**config.mk**
```make
export PLATFORM = sky130hd
export DESIGN_NAME = scfc_frame
export DESIGN_NICKNAME = d
export VERILOG_FILES = /design/src/scfc_pkg.sv /design/src/scfc_frame.sv
export SDC_FILE = /design/constraint.sdc
export NUM_CORES = 1
export LEC_CHECK = 0
export BUFFER_PORTS_ARGS = -buffer_cell sky130_fd_sc_hd__buf_2
export CORE_MARGIN = 2
export CORE_UTILIZATION = 68
export DETAILED_ROUTE_END_ITERATION = 16
export PLACE_DENSITY = 0.86
export RECOVER_POWER = 25
export SLEW_MARGIN = 20
export SYNTH_ARGS = -nofsm -noshare
export SYNTH_HDL_FRONTEND = slang
export SYNTH_SLANG_ARGS = --single-unit
```
**constraint.sdc**
```tcl
create_clock -name clock -period 9.4 [get_ports clock]
set_clock_uncertainty 0.2 [all_clocks]
set_input_delay 2.82 -clock clock [delete_from_list [all_inputs] [get_ports clock]]
set_output_delay 2.82 -clock clock [all_outputs]
set_load 0.02 [all_outputs]
```
**src/scfc_pkg.sv**
```systemverilog
package scfc_pkg;

   localparam int FRAME_BYTES_DEF = 64;

   localparam logic [7:0] CH_HASH = 8'h23;
   localparam logic [7:0] CH_BANG = 8'h21;
   localparam logic [7:0] CH_ZERO = 8'h30;
   localparam logic [7:0] CH_NINE = 8'h39;
   localparam logic [7:0] CH_A    = 8'h41;
   localparam logic [7:0] CH_P    = 8'h50;
   localparam logic [7:0] CH_L    = 8'h4C;
   localparam logic [7:0] CH_R    = 8'h52;

   typedef enum logic [1:0] {
      ST_STORED  = 2'd0,
      ST_VALID   = 2'd1,
      ST_INVALID = 2'd2,
      ST_FULL    = 2'd3
   } status_type;

   function automatic logic is_digit(input logic [7:0] b);
      return (b >= CH_ZERO) && (b <= CH_NINE);
   endfunction

   function automatic logic is_cmd_letter(input logic [7:0] b);
      return (b == CH_A) || (b == CH_P) || (b == CH_L) || (b == CH_R);
   endfunction

endpackage

```
**src/scfc_frame.sv**
```systemverilog
module scfc_frame
   import scfc_pkg::*;
#(
   parameter int FRAME_BYTES = FRAME_BYTES_DEF
) (
   input  logic       clock,
   input  logic       reset,
   input  logic       step,
   input  logic [7:0] rx_byte,
   output status_type status
);

   localparam int CountW = $clog2(FRAME_BYTES + 1);

   logic [CountW-1:0] count_ff, count_in;
   logic              hash_ff, hash_in;
   logic              letter_ff, letter_in;
   logic              zero_ff, zero_in;
   logic [7:0]        sum_ff, sum_in;
   logic [7:0]        recent_ff [3];

   logic              is_full;
   logic              is_bang;
   logic              is_hash;
   logic              shift_en;
   logic [7:0]        hi, mid, lo;
   logic [8:0]        value;
   logic [7:0]        body_sum;
   logic              digits_ok;
   logic              frame_ok;

   assign is_full = count_ff >= CountW'(FRAME_BYTES);
   assign is_bang = rx_byte == CH_BANG;
   assign is_hash = rx_byte == CH_HASH;

   // first digit is the oldest byte of the window
   assign hi  = recent_ff[2];
   assign mid = recent_ff[1];
   assign lo  = recent_ff[0];

   assign value = 9'(hi[3:0]) * 9'd100 + 9'(mid[3:0]) * 9'd10 + 9'(lo[3:0]);
   assign body_sum = sum_ff - hi - mid - lo;

   assign digits_ok = is_digit(hi) && is_digit(mid) && is_digit(lo)
                      && (hi <= CH_ZERO + 8'd2)
                      && !((hi == CH_ZERO + 8'd2) && (mid > CH_ZERO + 8'd5));

   assign frame_ok = (count_ff >= CountW'(5)) && hash_ff && letter_ff && !zero_ff
                     && digits_ok && (value == {1'b0, body_sum});

   assign shift_en = step && !is_full && !is_bang;

   always_comb begin
      logic [CountW-1:0] pos;
      logic              h, l, z;
      logic [7:0]        s;
      pos = is_hash ? '0 : count_ff;
      h   = is_hash ? 1'b0 : hash_ff;
      l   = is_hash ? 1'b0 : letter_ff;
      z   = is_hash ? 1'b0 : zero_ff;
      s   = is_hash ? 8'd0 : sum_ff;
      count_in  = '0;
      hash_in   = 1'b0;
      letter_in = 1'b0;
      zero_in   = 1'b0;
      sum_in    = 8'd0;
      status    = ST_STORED;
      if (is_full) begin
         status = ST_FULL;
      end else if (is_bang) begin
         status = frame_ok ? ST_VALID : ST_INVALID;
      end else begin
         hash_in   = (pos == '0) ? is_hash : h;
         letter_in = (pos == CountW'(1)) ? is_cmd_letter(rx_byte) : l;
         zero_in   = z || (rx_byte == 8'd0);
         sum_in    = (pos != '0) ? s + rx_byte : s;
         count_in  = pos + CountW'(1);
      end
   end

   always_ff @(posedge clock) begin
      if (reset) begin
         count_ff  <= '0;
         hash_ff   <= 1'b0;
         letter_ff <= 1'b0;
         zero_ff   <= 1'b0;
         sum_ff    <= 8'd0;
      end else if (step) begin
         count_ff  <= count_in;
         hash_ff   <= hash_in;
         letter_ff <= letter_in;
         zero_ff   <= zero_in;
         sum_ff    <= sum_in;
      end
   end

   always_ff @(posedge clock) begin
      if (shift_en) begin
         recent_ff[2] <= recent_ff[1];
         recent_ff[1] <= recent_ff[0];
         recent_ff[0] <= rx_byte;
      end
   end

endmodule

```
==> Word level (Yosys, flattened, before mapping) <==
Memory sizes are Yosys's and may differ from the RTL's.
Cells that the tools add are included.
{ "word_totals": {"n_memories": 1, "ramBits": 24, "inputBits": 11, "output_inout_bits": 2, "reg_bits": 18, "elab_cells": 86} }
{ "classes": {"mux": 22, "multipliers": 2, "n_reduce_logical": 30, "eq_ne": 9, "order_cmp": 10, "addsub": 7} }
{ "mem_list": {"columns": ["memory", "depth", "word_bits", "read_ports", "rd_ports_with_merged_regs", "write_ports", "line_no", "text"], "rows": [
  ["recent_ff", 3, 8, 3, 0, 3, "scfc_frame.sv:20", "logic [7:0] recent_ff [3];"]
]} }
{ "ops": {"columns": ["operator", "count"], "rows": [
  ["$eq 8x7->1 const B", 4],
  ["$le 8x6->1 const B", 4],
  ["$mux 8", 4],
  ["$eq 8x6->1 const B", 3],
  ["$ge 8x6->1 const B", 3],
  ["$sub 8x8->8", 3],
  ["$mux 7", 3],
  ["$logic_and 1x1->1", 15],
  ["$mux 1", 12],
  ["$add 9x4->9", 1],
  ["$add 9x8->9", 1],
  ["$eq 9x8->1", 1],
  ["$add 8x8->8", 1],
  ["$gt 8x6->1 const B", 1],
  ["$logic_not 8->1", 1],
  ["$reduce_bool 4->1", 2],
  ["$add 7x1->7 const B", 1],
  ["$eq 7x1->1 const B", 1],
  ["$ge 7x3->1 const B", 1],
  ["$ge 7x7->1 const B", 1],
  ["$logic_not 7->1", 1],
  ["$mul 4x3->7 const B", 1],
  ["$mul 4x5->7 const B", 1],
  ["$reduce_bool 7->1", 1],
  ["4 further kinds", 13]
]} }

==> Depth between registers and ports, before layout <==
An unclocked memory read counts as a cell.
{ "depth": {"ltp_word": 12, "depth_mapped": 16, "depth_no_buf": 15} }

==> Least setup slack after synthesis <==
No wires, ideal clock.
{ "synth_path": {"path_type": "input -> output", "start": "in rx_byte[6]", "end": "out status[1]", "path_stages": 4, "n_path_buf": 0, "t_arrival_ns": 3.795, "path_slack_ns": 2.585, "required_ns": 6.380, "cell_sequence": "nor4_4 > and3_2 > nor2_1 > a41oi_1"} }
{ "synth_between": {"elab_chain_len": 3} }
{ "synth_rtl": {"columns": ["item", "line_no", "text"], "rows": [
  ["start, declared", "scfc_frame.sv:9", "input logic [7:0] rx_byte,"],
  ["$eq 8x6->1", "scfc_frame.sv:33", "assign is_bang = rx_byte == CH_BANG;"],
  ["$mux 2", "scfc_frame.sv:70", "end else if (is_bang) begin"],
  ["$mux 2", "scfc_frame.sv:68", "if (is_full) begin"],
  ["end, declared", "scfc_frame.sv:10", "output status_type status"]
]} }
Every way passes these cells.

==> Final worst setup path <==
Same ends and word-level chain as after synthesis.

==> out/metrics.cfg <==
[run_status]
outcome = finished clean

[logic_synthesis]
synth_fp_nets = 438
synth-main-ff-cell = edfxtp_1
postSynthCellCount = 363
synth.area.top_cells = edfxtp_1 (20%), ha_1 (16%), fa_1 (11%)
synth.largest_area_cell = edfxtp_1
yosysWarningCount = 0
synth_edf_count = 24
synth_seq_cells = 42
ys_seq_area_share_pct = 30.5
async_reset_ff_share_pct = 0
synth_top_area_share_pct = 20.3
avgSynthCellArea_um2 = 9.77
syn-cell-area_um2 = 3550
synthDistinctLibCells = 58

[global_routing]
grt.total_usage_pct = 28.8
grt_pass1_wl_mm = 13.3
first_global_vias = 2784
grt_max_degree = 22
antenna_found_initial = 0
grt.overflow.total = 0

[die]
dieArea_um2 = 5810
fp.dieW_um = 76.2
ios = 13
num_rows = 26
core_area_um2 = 5070
die_y_um = 76.2
start_util_pct = 69.9

[detailed_routing]
drt_iter0_markers = 216
wl_per_cell_um = 16.8
routed_wl_mm = 7.52
via_per_inst = 5.92
vias = 2657
ant_nets = 0
dr.pass1.iters = 5
drc = 0

[timing]
relSlewSlack_pct = 65.6
hold_ws_ps = 261
period_needed_ps = 7040
drv_slew = 0
finalCritPeriodShare_pct = 74.8
final-setup-viol-count = 0
worst_slack_ps = 2360
rsz0062_at_grt = no
hold_viol = 0
fmax_mhz = 142
tns_ps = 0
worst_pin_slew_ps = 511

[clocking]
cts_tree = yes
cts_buffers = 5
cts.clk_slew.worst_paths_ps = 90
cts_root_buffer = clkbuf_8
postCtsResizedCells = 0
clockBufferDepth = 2
cts_hold_buf = 0
htree_num_levels = 2
cts_sinks = 42
clock_latency_ps = 300
cts_setup_buffers = 0

[critical_path]
cp_common_cell = buf_2
crit_slowest_cell = nor4_4
crit_buf_inv = 2
crit_family = simple AND/OR/NAND/NOR gates
required_ps = 6380
worst_ep_arrival_time_ps = 4020
startpoint_type = primary input
cp_max_fo = 6
end_kind = output port
cp_cell_sequence = buf_2 -> nor4_4 -> and3_2 -> nor2_1 -> a41oi_1 -> buf_2
worst_path_largest_cell_delay_ps = 310
crit_type = in -> out

[final_layout]
design_area_um2 = 3810
fillers = 364
syn_to_final_growth_pct = 7.34
final_util_pct = 75.0
fin_nets = 453
antennaDiodeCount = 0
drive_gt1_share_pct = 8.71
stdcell_count = 449

[job]
max_cap_viol_count = 0

[place]
place_area_um2 = 3670
place_congestion = 0.919
placed_cells = 441
dpl.hpwl_mm = 5.89
portBuffers = 12
pre_cts_ws_ps = 2380

[worst_hold_path]
min_path_type = reg -> reg

[power]
totalPowerFinal_uw = 642
p_leak_nw = 1.67
peakVddDrop_v = 0.0000878
power_density_nw_per_um2 = 169

-- worst register-to-register path, stage by stage, from the launching register on --
cell and delay [ps]:
dfxtp_1 340, inv_1 70, nor2_1 130, ha_1 200, inv_1 70, fa_1 380
nor2b_1 180, o21ai_1 90, a21boi_0 340, o211ai_1 190, a31oi_4 180, mux2_4 320
a21oi_2 120
-- layer usage --
layer	vias up	track usage, %	wire length (um)	part of all wire, %
met1	1246	38.4	3180	42
met3	23	4.74	515	6.8
li1	1281	-	-	-
met4	0	11.5	209	2.8
met5	-	0	0	0
met2	107	47.2	3620	48
-- report_power, final --
group          total (mW)  switching [mW]  internal (mW)
sequential          0.214         0.00975          0.204
clock               0.174          0.0674          0.106
combinational       0.255           0.139          0.115
total               0.642           0.217          0.425
-- cell type report --
type / instances / area, um^2 / share of cell area, %
multi-input cells: 268 / 2250 / 59.2
flip-flops and latches: 42 / 1080 / 28.4
inverters: 48 / 180 / 4.73
well taps: 70 / 87.6 / 2.30
clock buffers: 5 / 68.8 / 1.81
clock inverters: 3 / 68.8 / 1.81
repair buffers: 13 / 66.3 / 1.74
-- logic make-up after synthesis --
| kind of cell | share of synthesized area (%) |
|---|---|
| AOI/OAI and AO/OA | 13.9 |
| xor gates and xnor gates | 7.41 |
| adders and majority gates | 27.1 |
| buffers and inverters | 6.03 |
| DFF | 30.5 |
| muxes | 0.706 |
| and+or+nand+nor | 14.3 |
-- state kept, by name, indices dropped and copies added (netlist names) --
signal / flops
letter_ff: 1
count_ff: 7
sum_ff: 8
zero_ff: 1
hash_ff: 1
recent_ff: 24
-- final timing paths --
check | start | to | slack [ps] | cells past startpoint
worst max-delay path | rx_byte[6] | status[1] | 2360 | 6
worst min-delay path | recent_ff[0][13] | recent_ff[0][21] | 260 | 0
worst max register to register | sum_ff[0] | sum_ff[6] | 6530 | 12
worst min register to register | recent_ff[0][13] | recent_ff[0][21] | 260 | 0
-- cells in the mapped netlist, drive strengths merged, types with 2 or more instances --
master	count
inv	48
ha	44
a21oi	27
nor2	26
edfxtp	24
xnor2	22
fa	20
nand2	20
dfxtp	18
o21ai	18
and2	8
xor2	8
nand3	7
nor3	6
a21o	5
nor2b	5
a22oi	4
nand2b	4
nand4	4
nor4	4
a311oi	3
a32oi	3
and3	3
buf	3
a211oi	2
a21boi	2
a31oi	2
clkbuf	2
nand3b	2
or2	2
-- cell usage in the layout, fill, tap and decap left out, types with 2 or more instances in the layout --
cell type  instances
a211oi_1           2
a21boi_0           2
a21o_1             4
a21oi_1           26
a22oi_1            4
a311oi_1           3
a32oi_1            3
and2_1             6
and3_1             2
buf_2             11
bufinv_16          2
clkbuf_8           5
dfxtp_1           18
edfxtp_1          24
fa_1              20
ha_1              44
inv_1             48
nand2_1           20
nand2b_1           4
nand3_1            7
nand3b_1           2
nand4_1            4
nor2_1            25
nor2b_1            5
nor3_1             6
nor4_1             3
o21ai_0           14
o21ai_1            3
xnor2_1           22
xor2_1             8
No activity file was read; power rests on OpenSTA's default activity.
